===== config.mk =====
export PLATFORM = sky130hd
export DESIGN_NAME = text_value_type_classifier_unit
export DESIGN_NICKNAME = d
export VERILOG_FILES = /design/src/hw/rtl/tvc_pkg.sv /design/src/hw/rtl/tvc_scan.sv /design/src/hw/rtl/text_value_type_classifier_unit.sv
export SDC_FILE = /design/constraint.sdc
export NUM_CORES = 1
export LEC_CHECK = 0
export ABC_AREA = 1
export BUFFER_PORTS_ARGS = -buffer_cell sky130_fd_sc_hd__buf_2
export CORE_MARGIN = 2
export CORE_UTILIZATION = 37
export DETAILED_ROUTE_END_ITERATION = 8
export MAX_ROUTING_LAYER = met4
export PLACE_DENSITY_LB_ADDON = 0.08
export SYNTH_ARGS = -nofsm -noshare
export SYNTH_HDL_FRONTEND = slang
export SYNTH_SLANG_ARGS = --single-unit
export TNS_END_PERCENT = 20

===== constraint.sdc =====
create_clock -name clk -period 1.87 [get_ports clk]
set_input_delay 0 -clock clk [delete_from_list [all_inputs] [get_ports clk]]
set_output_delay 0 -clock clk [all_outputs]
set_load 0.02 [all_outputs]

===== src/hw/rtl/tvc_pkg.sv =====
// ----------------------------------------------------------------------------
// tvc_pkg
// Shared types, character codes and result codes of the text value type
// classifier.
// ----------------------------------------------------------------------------
package tvc_pkg;

	localparam int unsigned CH_W   = 16;
	localparam int unsigned CODE_W = 2;
	localparam int unsigned POS_W  = 3;

	// Result codes.
	localparam logic [CODE_W-1:0] CODE_BOOL   = 2'd0;
	localparam logic [CODE_W-1:0] CODE_INT    = 2'd1;
	localparam logic [CODE_W-1:0] CODE_FLOAT  = 2'd2;
	localparam logic [CODE_W-1:0] CODE_STRING = 2'd3;

	// Character codes that steer the scan.
	localparam logic [CH_W-1:0] CH_LPAREN = 16'h0028;
	localparam logic [CH_W-1:0] CH_RPAREN = 16'h0029;
	localparam logic [CH_W-1:0] CH_COMMA  = 16'h002C;
	localparam logic [CH_W-1:0] CH_MINUS  = 16'h002D;
	localparam logic [CH_W-1:0] CH_DOT    = 16'h002E;
	localparam logic [CH_W-1:0] CH_ZERO   = 16'h0030;
	localparam logic [CH_W-1:0] CH_NINE   = 16'h0039;

	localparam logic [POS_W-1:0] POS_MAX     = 3'd7;
	localparam logic [POS_W-1:0] TRUE_LEN    = 3'd4;
	localparam logic [POS_W-1:0] FALSE_LEN   = 3'd5;

	// Result of the scanner for the beat it is looking at.
	typedef struct packed {
		logic              fire;
		logic [CODE_W-1:0] code;
	} tvc_result_t;

	// Expected character of "true" at a given position.
	function automatic logic [CH_W-1:0] true_char(input logic [1:0] p);
		logic [CH_W-1:0] c;
		case (p)
			2'd0:    c = 16'h0074;
			2'd1:    c = 16'h0072;
			2'd2:    c = 16'h0075;
			default: c = 16'h0065;
		endcase
		return c;
	endfunction

	// Expected character of "false" at a given position (0 to 4).
	function automatic logic [CH_W-1:0] false_char(input logic [POS_W-1:0] p);
		logic [CH_W-1:0] c;
		case (p)
			3'd0:    c = 16'h0066;
			3'd1:    c = 16'h0061;
			3'd2:    c = 16'h006C;
			3'd3:    c = 16'h0073;
			3'd4:    c = 16'h0065;
			default: c = 16'h0066;
		endcase
		return c;
	endfunction

endpackage


===== src/hw/rtl/tvc_scan.sv =====
// ----------------------------------------------------------------------------
// tvc_scan
// Per-value scan state and the flag update logic for one character beat.
// ----------------------------------------------------------------------------
module tvc_scan (
	input  logic                         clk,
	input  logic                         arst_n,
	input  logic                         en,
	input  logic [tvc_pkg::CH_W-1:0]     ch,
	input  logic                         last,
	input  logic                         empty_req,
	output tvc_pkg::tvc_result_t         result
);

	typedef enum logic [1:0] {
		SCAN_OPEN   = 2'd0,
		SCAN_STRING = 2'd1,
		SCAN_CLOSED = 2'd2
	} verdict_t;

	logic [tvc_pkg::POS_W-1:0] position_q, position_d;
	logic                      true_match_q, true_match_d;
	logic                      false_match_q, false_match_d;
	logic                      bracket_open_q, bracket_open_d;
	logic                      dot_seen_q, dot_seen_d;
	logic                      sign_seen_q, sign_seen_d;
	logic                      several_q, several_d;
	verdict_t                  verdict_q, verdict_d;
	logic                      is_digit;
	logic                      clear;

	assign is_digit = ch inside {[tvc_pkg::CH_ZERO:tvc_pkg::CH_NINE]};
	assign clear    = empty_req || last;

	// Flags after this character is taken into account.
	always_comb begin
		true_match_d   = true_match_q && (position_q < tvc_pkg::TRUE_LEN) &&
			(ch == tvc_pkg::true_char(position_q[1:0]));
		false_match_d  = false_match_q && (position_q < tvc_pkg::FALSE_LEN) &&
			(ch == tvc_pkg::false_char(position_q));
		position_d     = (position_q == tvc_pkg::POS_MAX) ? position_q :
			position_q + 3'd1;
		bracket_open_d = bracket_open_q;
		dot_seen_d     = dot_seen_q;
		sign_seen_d    = sign_seen_q;
		several_d      = several_q;
		verdict_d      = verdict_q;
		if (verdict_q == SCAN_OPEN) begin
			if (position_q == '0 && ch == tvc_pkg::CH_LPAREN) begin
				bracket_open_d = 1'b1;
			end else if (is_digit) begin
				verdict_d = verdict_q;
			end else if (ch == tvc_pkg::CH_DOT) begin
				if (dot_seen_q) verdict_d = SCAN_STRING;
				else dot_seen_d = 1'b1;
			end else if (ch == tvc_pkg::CH_MINUS) begin
				if (sign_seen_q) verdict_d = SCAN_STRING;
				else sign_seen_d = 1'b1;
			end else if (ch == tvc_pkg::CH_COMMA) begin
				several_d   = 1'b1;
				dot_seen_d  = 1'b0;
				sign_seen_d = 1'b0;
			end else if (ch == tvc_pkg::CH_RPAREN) begin
				verdict_d = bracket_open_q ? SCAN_CLOSED : SCAN_STRING;
			end else begin
				verdict_d = SCAN_STRING;
			end
		end
	end

	// Verdict for a value that ends on this beat.
	always_comb begin
		result.fire = clear;
		if (empty_req) begin
			result.code = tvc_pkg::CODE_STRING;
		end else if ((true_match_d && position_d == tvc_pkg::TRUE_LEN) ||
				(false_match_d && position_d == tvc_pkg::FALSE_LEN)) begin
			result.code = tvc_pkg::CODE_BOOL;
		end else if (verdict_d != SCAN_OPEN && verdict_d != SCAN_CLOSED) begin
			result.code = tvc_pkg::CODE_STRING;
		end else if (several_d) begin
			result.code = tvc_pkg::CODE_STRING;
		end else begin
			result.code = dot_seen_d ? tvc_pkg::CODE_FLOAT : tvc_pkg::CODE_INT;
		end
	end

	always_ff @(posedge clk or negedge arst_n) begin
		if (!arst_n) begin
			position_q     <= '0;
			true_match_q   <= 1'b1;
			false_match_q  <= 1'b1;
			bracket_open_q <= 1'b0;
			dot_seen_q     <= 1'b0;
			sign_seen_q    <= 1'b0;
			several_q      <= 1'b0;
			verdict_q      <= SCAN_OPEN;
		end else if (en) begin
			if (clear) begin
				position_q     <= '0;
				true_match_q   <= 1'b1;
				false_match_q  <= 1'b1;
				bracket_open_q <= 1'b0;
				dot_seen_q     <= 1'b0;
				sign_seen_q    <= 1'b0;
				several_q      <= 1'b0;
				verdict_q      <= SCAN_OPEN;
			end else begin
				position_q     <= position_d;
				true_match_q   <= true_match_d;
				false_match_q  <= false_match_d;
				bracket_open_q <= bracket_open_d;
				dot_seen_q     <= dot_seen_d;
				sign_seen_q    <= sign_seen_d;
				several_q      <= several_d;
				verdict_q      <= verdict_d;
			end
		end
	end

endmodule


===== src/hw/rtl/text_value_type_classifier_unit.sv =====
// ----------------------------------------------------------------------------
// text_value_type_classifier_unit
// Classifies a streamed text value as bool, int, float or string.
// ----------------------------------------------------------------------------
// Usage:
// Each input beat on in_valid/in_ready carries one character code (ch) of a
// text value; last marks its final character, and empty_req stands for a
// whole empty value (ch and last are then ignored). Beats without last or
// empty_req produce no output. The beat that ends a value produces exactly
// one output beat on out_valid/out_ready carrying type_code (0 bool, 1 int,
// 2 float, 3 string).
// A beat accepted into the input register is scanned there; the result of
// a value-ending beat goes to the output register. Throughput is one beat
// per cycle unless a stalled output holds back a value-ending beat; the
// scan state update is a single level of compares and flag logic.
// When the receiver stalls, the result waits in the output register and the
// input register still takes a beat; a further value-ending beat then holds
// in the input register and in_ready drops until the output drains. Beats
// that end no value keep flowing past a stalled output.
// Reset clears the valid flags and returns the scan state to the start of a
// value.
// ----------------------------------------------------------------------------
module text_value_type_classifier_unit (
	input  logic                         clk,
	input  logic                         arst_n,
	input  logic                         in_valid,
	output logic                         in_ready,
	input  logic [tvc_pkg::CH_W-1:0]     ch,
	input  logic                         last,
	input  logic                         empty_req,
	output logic                         out_valid,
	input  logic                         out_ready,
	output logic [tvc_pkg::CODE_W-1:0]   type_code
);

	logic                         valid_s1;
	logic [tvc_pkg::CH_W-1:0]     ch_s1;
	logic                         last_s1;
	logic                         empty_s1;
	logic                         out_valid_q;
	logic [tvc_pkg::CODE_W-1:0]   type_code_q;
	logic                         out_free;
	logic                         advance_s1;
	tvc_pkg::tvc_result_t         result;

	// The output slot can take a new result when it is empty or draining.
	assign out_free   = !out_valid_q || out_ready;
	// The held beat moves on unless it carries a result with nowhere to go.
	assign advance_s1 = valid_s1 && (!result.fire || out_free);
	assign in_ready   = !valid_s1 || advance_s1;

	always_ff @(posedge clk or negedge arst_n) begin
		if (!arst_n) begin
			valid_s1 <= 1'b0;
		end else if (in_ready) begin
			valid_s1 <= in_valid;
		end
	end

	always_ff @(posedge clk) begin
		if (in_ready && in_valid) begin
			ch_s1    <= ch;
			last_s1  <= last;
			empty_s1 <= empty_req;
		end
	end

	tvc_scan u_scan (
		.clk       (clk),
		.arst_n    (arst_n),
		.en        (advance_s1),
		.ch        (ch_s1),
		.last      (last_s1),
		.empty_req (empty_s1),
		.result    (result)
	);

	always_ff @(posedge clk or negedge arst_n) begin
		if (!arst_n) begin
			out_valid_q <= 1'b0;
		end else if (out_free) begin
			out_valid_q <= advance_s1 && result.fire;
		end
	end

	always_ff @(posedge clk) begin
		if (out_free && advance_s1 && result.fire) begin
			type_code_q <= result.code;
		end
	end

	assign out_valid = out_valid_q;
	assign type_code = type_code_q;

endmodule


# Word-level counts from Yosys, hierarchy flattened
# Cells that the tools add are included.
[totals] register_bits=33 inputBits=22 out_inout_bits=4 wordCells=115
[op_classes] addsub=1 n_lt_le_gt_ge=4 n_eq_ne=20 mux=45 reduce_logical=31
[op_table] op="16-bit by 6-bit == test with 1-bit output (second input constant)" count=5
[op_table] op="16-bit by 7-bit == test with 1-bit output" count=2
[op_table] op="2-bit 2-to-1 mux" count=15
[op_table] op="1-bit 2-to-1 mux" count=26
[op_table] op="5-bit one-hot mux with 4 select lines" count=1
[op_table] op="16-bit by 6-bit >= comparator with 1-bit output (second input constant)" count=1
[op_table] op="16-bit by 6-bit less-or-equal comparator with 1-bit output (second input constant)" count=1
[op_table] op="5-bit one-hot mux with 3 select lines" count=1
[op_table] op="1-bit logical AND" count=14
[op_table] op="3-bit == test (second input constant)" count=4
[op_table] op="3-bit by 2-bit == test with 1-bit output (second input constant)" count=2
[op_table] op="3-bit less-than comparator (second input constant)" count=2
[op_table] op="3-bit 2-to-1 mux" count=2
[op_table] op="6-bit AND reduction" count=1
[op_table] op="2-bit nonzero test" count=3
[op_table] op="1-bit logical OR" count=5
[op_table] op="2-bit zero test" count=2
[op_table] op="2-bit by 1-bit inequality test with 1-bit output (second input constant)" count=2
[op_table] op="2-bit inequality test (second input constant)" count=2
[op_table] op="3-bit by 1-bit adder with 3-bit output (second input constant)" count=1
[op_table] op="3-bit by 1-bit == test with 1-bit output (second input constant)" count=1
[op_table] op="1-bit zero test" count=3
[op_table] op="3-bit zero test" count=1
[op_table] op="3-bit AND reduction" count=1
[op_table] op="other kinds (3)" count=3

# Longest topological paths before layout
[depth] ltp_word=12 mapped_depth=15 ltp_nobuf=15

# Cells and area by module
# Synthesis repeated with hierarchy kept, for this count alone.
[hier_totals] hier_cells=223 hier_area_um2=1880.6
[modules_own_cells] mod="tvc_scan" n_inst=1 cells_each=188 area_each_um2=1169.9 seq_area_each_um2=277.8
[modules_own_cells] mod="text_value_type_classifier_unit" n_inst=1 cells_each=35 area_each_um2=710.7 seq_area_each_um2=650.6

# Least setup slack after synthesis
# Ideal clock, no wire load.
[synth_path] path_type="register to register" from="register u_scan.position_q[0] (netlist name)" to="register type_code_q, in the netlist type_code[1], data pin" setup_time_ps=252 t_arrival_ps=1517 t_required_ps=1618 path_slack_ps=101 stages_incl_launch_ff=14 n_path_buf=0 synth_period_minus_slack_ps=1769 path_cell_list="dfrtp_1 -> inv_1 -> ha_1 -> inv_1 -> nor2_1 -> nand2_1 -> nor2_1 -> nand3_2 -> nand2_2 -> nor2_2 -> a21oi_2 -> nand2_1 -> nand2_1 -> nand2_1"
[synth_via] elab_chain_len=8 word_cells_on_any_way=40 classes_between="1 x add/sub; 2 x order compare; 12 x eq/ne; 13 x mux; 12 x reduce/logical"
[synth_lines] item="start: declaration" line="tvc_scan.sv:21" source="logic [tvc_pkg::POS_W-1:0] position_q, position_d;"
[synth_lines] item="start signal: assignment" line="tvc_scan.sv:109" source="position_q <= position_d;"
[synth_lines] item="branches (longest 7 deep; another with 16-bit by 7-bit == test with 1-bit output)"
[synth_lines] item="2-bit 2-to-1 mux (*)" line="tvc_scan.sv:76" source="end else if ((true_match_d && position_d == tvc_pkg::TRUE_LEN) ||"
[synth_lines] item="end signal: assignment" line="text_value_type_classifier_unit.sv:88" source="type_code_q <= result.code;"
[synth_lines] item="end: declaration" line="text_value_type_classifier_unit.sv:41" source="logic [tvc_pkg::CODE_W-1:0] type_code_q;"
# Mark *: on every way between the ends.
# A chain may end at the register's enable or synchronous reset.

# Final worst setup path
# Same ends and word-level chain as after synthesis.

==> impl_results.html <==
<table>
<tr><th>Metric</th><th>Value</th></tr>
<tr><th colspan="2">Outcome</th></tr>
<tr><td>Run status</td><td>finished, final reports clean</td></tr>
<tr><th colspan="2">Route</th></tr>
<tr><td>Average routed wire per standard cell</td><td>12.0 um</td></tr>
<tr><td>Total number of vias</td><td>1682</td></tr>
<tr><td>Post-DR vias/cell</td><td>4.67</td></tr>
<tr><td>Number of iterations in the first detailed-routing pass</td><td>4</td></tr>
<tr><td>Number of remaining DRC errors</td><td>0</td></tr>
<tr><td>Iteration-0 DRC Markers</td><td>98</td></tr>
<tr><td>Post-DRT Antenna Nets</td><td>0</td></tr>
<tr><td>Total wire length</td><td>4330 um</td></tr>
<tr><th colspan="2">Worst setup path</th></tr>
<tr><td>Reg2reg start</td><td>u_scan.position_q[0]</td></tr>
<tr><td>Largest stage delay, worst path</td><td>roughly 440 ps</td></tr>
<tr><td>Chain of cells forming the critical path</td><td>inv_2 -&gt; ha_2 -&gt; nand2_2 -&gt; nand2_1 -&gt; nand2_1 -&gt; nor2_1 -&gt; nand3_1 -&gt; nor2_4 -&gt; nand2_1 -&gt; nand2_1 -&gt; nand2_2 -&gt; nand2_1 -&gt; nand2_1</td></tr>
<tr><td>Worst Path Buf+Inv</td><td>1</td></tr>
<tr><td>Worst reg-to-reg path cell count</td><td>13</td></tr>
<tr><td>Crit path arrival time</td><td>1880 ps</td></tr>
<tr><td>Required time reported for the critical path endpoint</td><td>1910 ps</td></tr>
<tr><td>Reg-to-reg slack, setup</td><td>30 ps</td></tr>
<tr><td>Largest delay contributor family on the critical path</td><td>simple AND/OR/NAND/NOR gates</td></tr>
<tr><td>Cell seen most often among critical-path stages</td><td>sky130_fd_sc_hd__nand2_1</td></tr>
<tr><td>Startpoint-to-endpoint class of the critical path</td><td>register to register</td></tr>
<tr><td>Crit path max fanout</td><td>3</td></tr>
<tr><td>Worst path slowest cell</td><td>sky130_fd_sc_hd__dfrtp_2</td></tr>
<tr><td>Capture instance of the worst register-to-register path</td><td>type_code[1]</td></tr>
<tr><td>Startpoint class of the critical path</td><td>register</td></tr>
<tr><td>CP endpoint kind</td><td>register</td></tr>
<tr><th colspan="2">Clock tree</th></tr>
<tr><td>CTS buffer count</td><td>5</td></tr>
<tr><td>Clock tree from TritonCTS</td><td>built</td></tr>
<tr><td>Deepest level of the CTS H-tree</td><td>2</td></tr>
<tr><td>Maximum buffer depth of the clock tree</td><td>2</td></tr>
<tr><td>Clock root cell</td><td>sky130_fd_sc_hd__clkbuf_8</td></tr>
<tr><td>Clock edge transition at the registers on the reported setup and hold paths</td><td>70 ps</td></tr>
<tr><td>CTS sink cnt</td><td>33</td></tr>
<tr><td>Later-pin clock latency in the skew report</td><td>280 ps</td></tr>
<tr><th colspan="2">GRT</th></tr>
<tr><td>Global-route wire length before repair</td><td>7270 um</td></tr>
<tr><td>Initial antenna violation count</td><td>0</td></tr>
<tr><td>Total routing resource utilization after global routing</td><td>around 16%</td></tr>
<tr><td>Pin count of the biggest net entering global routing</td><td>17</td></tr>
<tr><td>Via count of the first global-routing pass</td><td>1607</td></tr>
<tr><td>Total global routing overflow</td><td>0</td></tr>
<tr><th colspan="2">Floorplanning</th></tr>
<tr><td>Overall die height</td><td>76.4 um</td></tr>
<tr><td>Core Box Area</td><td>5070 um^2</td></tr>
<tr><td>Initial Utilization</td><td>38.2%</td></tr>
<tr><td>Horizontal die dimension</td><td>76.4 um</td></tr>
<tr><td>Site Rows</td><td>26</td></tr>
<tr><td>I/O Pins</td><td>26</td></tr>
<tr><td>DIE AREA</td><td>5840 um^2</td></tr>
<tr><th colspan="2">Min path</th></tr>
<tr><td>Hold WC Path Type</td><td>input pin to register</td></tr>
<tr><td>Destination of the worst hold path</td><td>out_valid</td></tr>
<tr><td>Count of cells along the worst hold path</td><td>4</td></tr>
<tr><td>Startpoint of the worst hold path</td><td>out_ready</td></tr>
<tr><th colspan="2">Synth</th></tr>
<tr><td>Number of nets produced by synthesis</td><td>256</td></tr>
<tr><td>Number of synthesis warnings</td><td>0</td></tr>
<tr><td>Post-synth top cells</td><td>55 x sky130_fd_sc_hd__nand2_1, 29 x sky130_fd_sc_hd__nor2_1, 28 x sky130_fd_sc_hd__inv_1, 20 x sky130_fd_sc_hd__edfxtp_1, 12 x sky130_fd_sc_hd__nand3_1</td></tr>
<tr><td>Synthesized flop and latch total</td><td>33</td></tr>
<tr><td>Cells after synthesis</td><td>227</td></tr>
<tr><td>Synth cell types</td><td>33</td></tr>
<tr><td>Most used flip-flop cell after synthesis</td><td>sky130_fd_sc_hd__edfxtp_1</td></tr>
<tr><td>Yosys top cell area share</td><td>31.0%</td></tr>
<tr><td>Cell type contributing the most total cell area after synthesis</td><td>sky130_fd_sc_hd__edfxtp_1</td></tr>
<tr><td>Mean post-synth cell area</td><td>around 8.5 um^2</td></tr>
<tr><td>Part of the Yosys area used for sequential elements</td><td>47.9%</td></tr>
<tr><td>Number of enable flip-flop cells after synthesis</td><td>20</td></tr>
<tr><td>Fraction of registers with async set/reset</td><td>39.4%</td></tr>
<tr><td>Top-count cell post-synth</td><td>sky130_fd_sc_hd__nand2_1</td></tr>
<tr><td>Mapped cell area</td><td>1940 um^2</td></tr>
<tr><td>Largest cells by area after synthesis</td><td>sky130_fd_sc_hd__edfxtp_1 31%, sky130_fd_sc_hd__dfrtp_1 14%, sky130_fd_sc_hd__nand2_1 11%</td></tr>
<tr><th colspan="2">Placement</th></tr>
<tr><td>Half-perimeter wire length after placement</td><td>3130 um</td></tr>
<tr><td>Placed cell area</td><td>roughly 2200 um^2</td></tr>
<tr><td>Pre-CTS worst setup slack</td><td>12.7 ps</td></tr>
<tr><td>Number of cells after detailed placement</td><td>330</td></tr>
<tr><td>Port Buffers</td><td>25</td></tr>
<tr><td>Final GP Congestion</td><td>around 0.93</td></tr>
<tr><th colspan="2">Timing</th></tr>
<tr><td>Worst Setup Slack, final</td><td>28.9 ps</td></tr>
<tr><td>Number of max-slew violations in the final report</td><td>0</td></tr>
<tr><td>Number of setup violations in the final report</td><td>0</td></tr>
<tr><td>Worst-case clock skew</td><td>2.59 ps</td></tr>
<tr><td>Worst relative slew slack</td><td>between 70% and 80%</td></tr>
<tr><td>Min Tclk post-route</td><td>roughly 1800 ps</td></tr>
<tr><td>Fmax achieved</td><td>between 500 and 600 MHz</td></tr>
<tr><td>Number of hold-slack violations in the final timing report</td><td>0</td></tr>
<tr><td>RSZ-0062 raised after global routing</td><td>true</td></tr>
<tr><td>Setup TNS after final layout</td><td>0 ps</td></tr>
<tr><td>WHS</td><td>21.7 ps</td></tr>
<tr><td>Worst-Margin Slew</td><td>roughly 440 ps</td></tr>
<tr><td>Period utilisation layout</td><td>98.5%</td></tr>
<tr><th colspan="2">Pwr</th></tr>
<tr><td>Power density normalized to cell area</td><td>766 nW/um^2</td></tr>
<tr><td>Largest vdd supply drop</td><td>0.567 mV</td></tr>
<tr><td>Leakage power summed over all cells</td><td>approximately 1.2 nW</td></tr>
<tr><th colspan="2">Finish</th></tr>
<tr><td>P&amp;R area growth vs syn</td><td>34.2%</td></tr>
<tr><td>Number of antenna cells inserted</td><td>0</td></tr>
<tr><td>Count of non-filler cells in the finished layout</td><td>360</td></tr>
<tr><td>Fraction of final layout cells sized beyond drive strength 1</td><td>between 20 and 30%</td></tr>
<tr><td>Register area</td><td>931 um^2</td></tr>
<tr><td>Number of nets in the final layout</td><td>around 320</td></tr>
<tr><td>Area used by multi-input combinational logic</td><td>918 um^2</td></tr>
<tr><td>Filler instances</td><td>473</td></tr>
<tr><td>Post-Layout Inst Area</td><td>2600 um^2</td></tr>
<tr><th colspan="2">Run</th></tr>
<tr><td>Max-capacitance violation count</td><td>0</td></tr>
</table>
layout by cell type, fill, tap and decap left out, types with 5 or more instances in the layout:
cell type | netlist | layout
sky130_fd_sc_hd__a21oi_1 | 7 | 7
sky130_fd_sc_hd__buf_2 | 0 | 25
sky130_fd_sc_hd__buf_4 | 0 | 8
sky130_fd_sc_hd__clkbuf_8 | 0 | 5
sky130_fd_sc_hd__dfrtp_1 | 11 | 9
sky130_fd_sc_hd__dlygate4sd3_1 | 0 | 20
sky130_fd_sc_hd__edfxtp_1 | 20 | 20
sky130_fd_sc_hd__inv_1 | 28 | 25
sky130_fd_sc_hd__inv_2 | 3 | 5
sky130_fd_sc_hd__nand2_1 | 55 | 52
sky130_fd_sc_hd__nand2_2 | 8 | 11
sky130_fd_sc_hd__nand3_1 | 12 | 11
sky130_fd_sc_hd__nand4_1 | 6 | 6
sky130_fd_sc_hd__nor2_1 | 29 | 29
sky130_fd_sc_hd__nor2_2 | 7 | 6
power breakdown:
part / leakage, nW / internal (mW) / switching [mW]
registers: 0.351 / 0.842 / 0.0504
clock network: 0.0528 / 0.393 / 0.258
logic: 0.815 / 0.202 / 0.249
how the worst max path moves through the flow:
stage	startpoint	endpoint	slack (ps)	cells after the start
6_report	u_scan.position_q[0]	type_code[1]	30	13
4_1_cts	u_scan.position_q[0]	type_code[1]	3	13
3_3_place_gp	u_scan.position_q[1]	type_code[1]	-4	14
3_5_place_dp	u_scan.position_q[0]	type_code[1]	10	14
2_1_floorplan	u_scan.position_q[0]	type_code[1]	100	13
5_1_grt	u_scan.position_q[0]	type_code[1]	-100	14
area by class of cell:
cell class / instances / share of cell area [%]
clock buffers: 6 / 2.79
clock inverters: 2 / 1.30
inverters: 33 / 5.05
multi-input cells: 160 / 35.3
flip-flops and latches: 33 / 35.8
well taps: 70 / 3.37
repair buffers: 56 / 16.4
registers in the layout, indices dropped and copies added, names as in the netlist, 2 cells and up:
name / flops
ch_s1: 16
u_scan.position_q: 3
type_code: 2
u_scan.verdict_q: 2
timing repair:
action / CTS / global route
hold buffers: 20 / 0
buffers inserted: 0 / 2
gates resized for setup: 0 / 19
endpoints found under the hold margin: 32 / 0
setup endpoints to repair: 0 / 2
per-layer routing:
| metal | GRT usage, % | vias up | share of wire [%] |
|---|---|---|---|
| met5 | - | - | 0 |
| li1 | - | 858 | - |
| met3 | 3.91 | 7 | 3.6 |
| met1 | 19.2 | 775 | 46 |
| met2 | 27.3 | 42 | 49 |
| met4 | 6.36 | 0 | 1.5 |
through the flow:
step	util [%]	power (mW)
2_1_floorplan	-	1.13
3_3_place_gp	43.8	1.27
3_5_place_dp	43.8	1.27
4_1_cts	49.8	1.96
5_1_grt	51.3	2.12
6_report	51.3	1.99
worst register-to-register path, stage by stage, from the launching register on:
cell and delay [ps]:
sky130_fd_sc_hd__dfrtp_2 440, sky130_fd_sc_hd__inv_2 110, sky130_fd_sc_hd__ha_2 210, sky130_fd_sc_hd__nand2_2 70
sky130_fd_sc_hd__nand2_1 70, sky130_fd_sc_hd__nand2_1 70, sky130_fd_sc_hd__nor2_1 110, sky130_fd_sc_hd__nand3_1 120
sky130_fd_sc_hd__nor2_4 120, sky130_fd_sc_hd__nand2_1 60, sky130_fd_sc_hd__nand2_1 70, sky130_fd_sc_hd__nand2_2 60
sky130_fd_sc_hd__nand2_1 50, sky130_fd_sc_hd__nand2_1 40
kinds of logic after synthesis:
| kind of cell | synth area share [%] |
|---|---|
| AO/OA/AOI/OAI | 6.90 |
| adder cells (fa/ha/maj) | 4.52 |
| AND/OR/NAND/NOR | 32.6 |
| XOR/XNOR | 0.903 |
| buffers and inverters | 7.23 |
| flip-flops | 47.9 |
(Power assumes the default switching activity.)
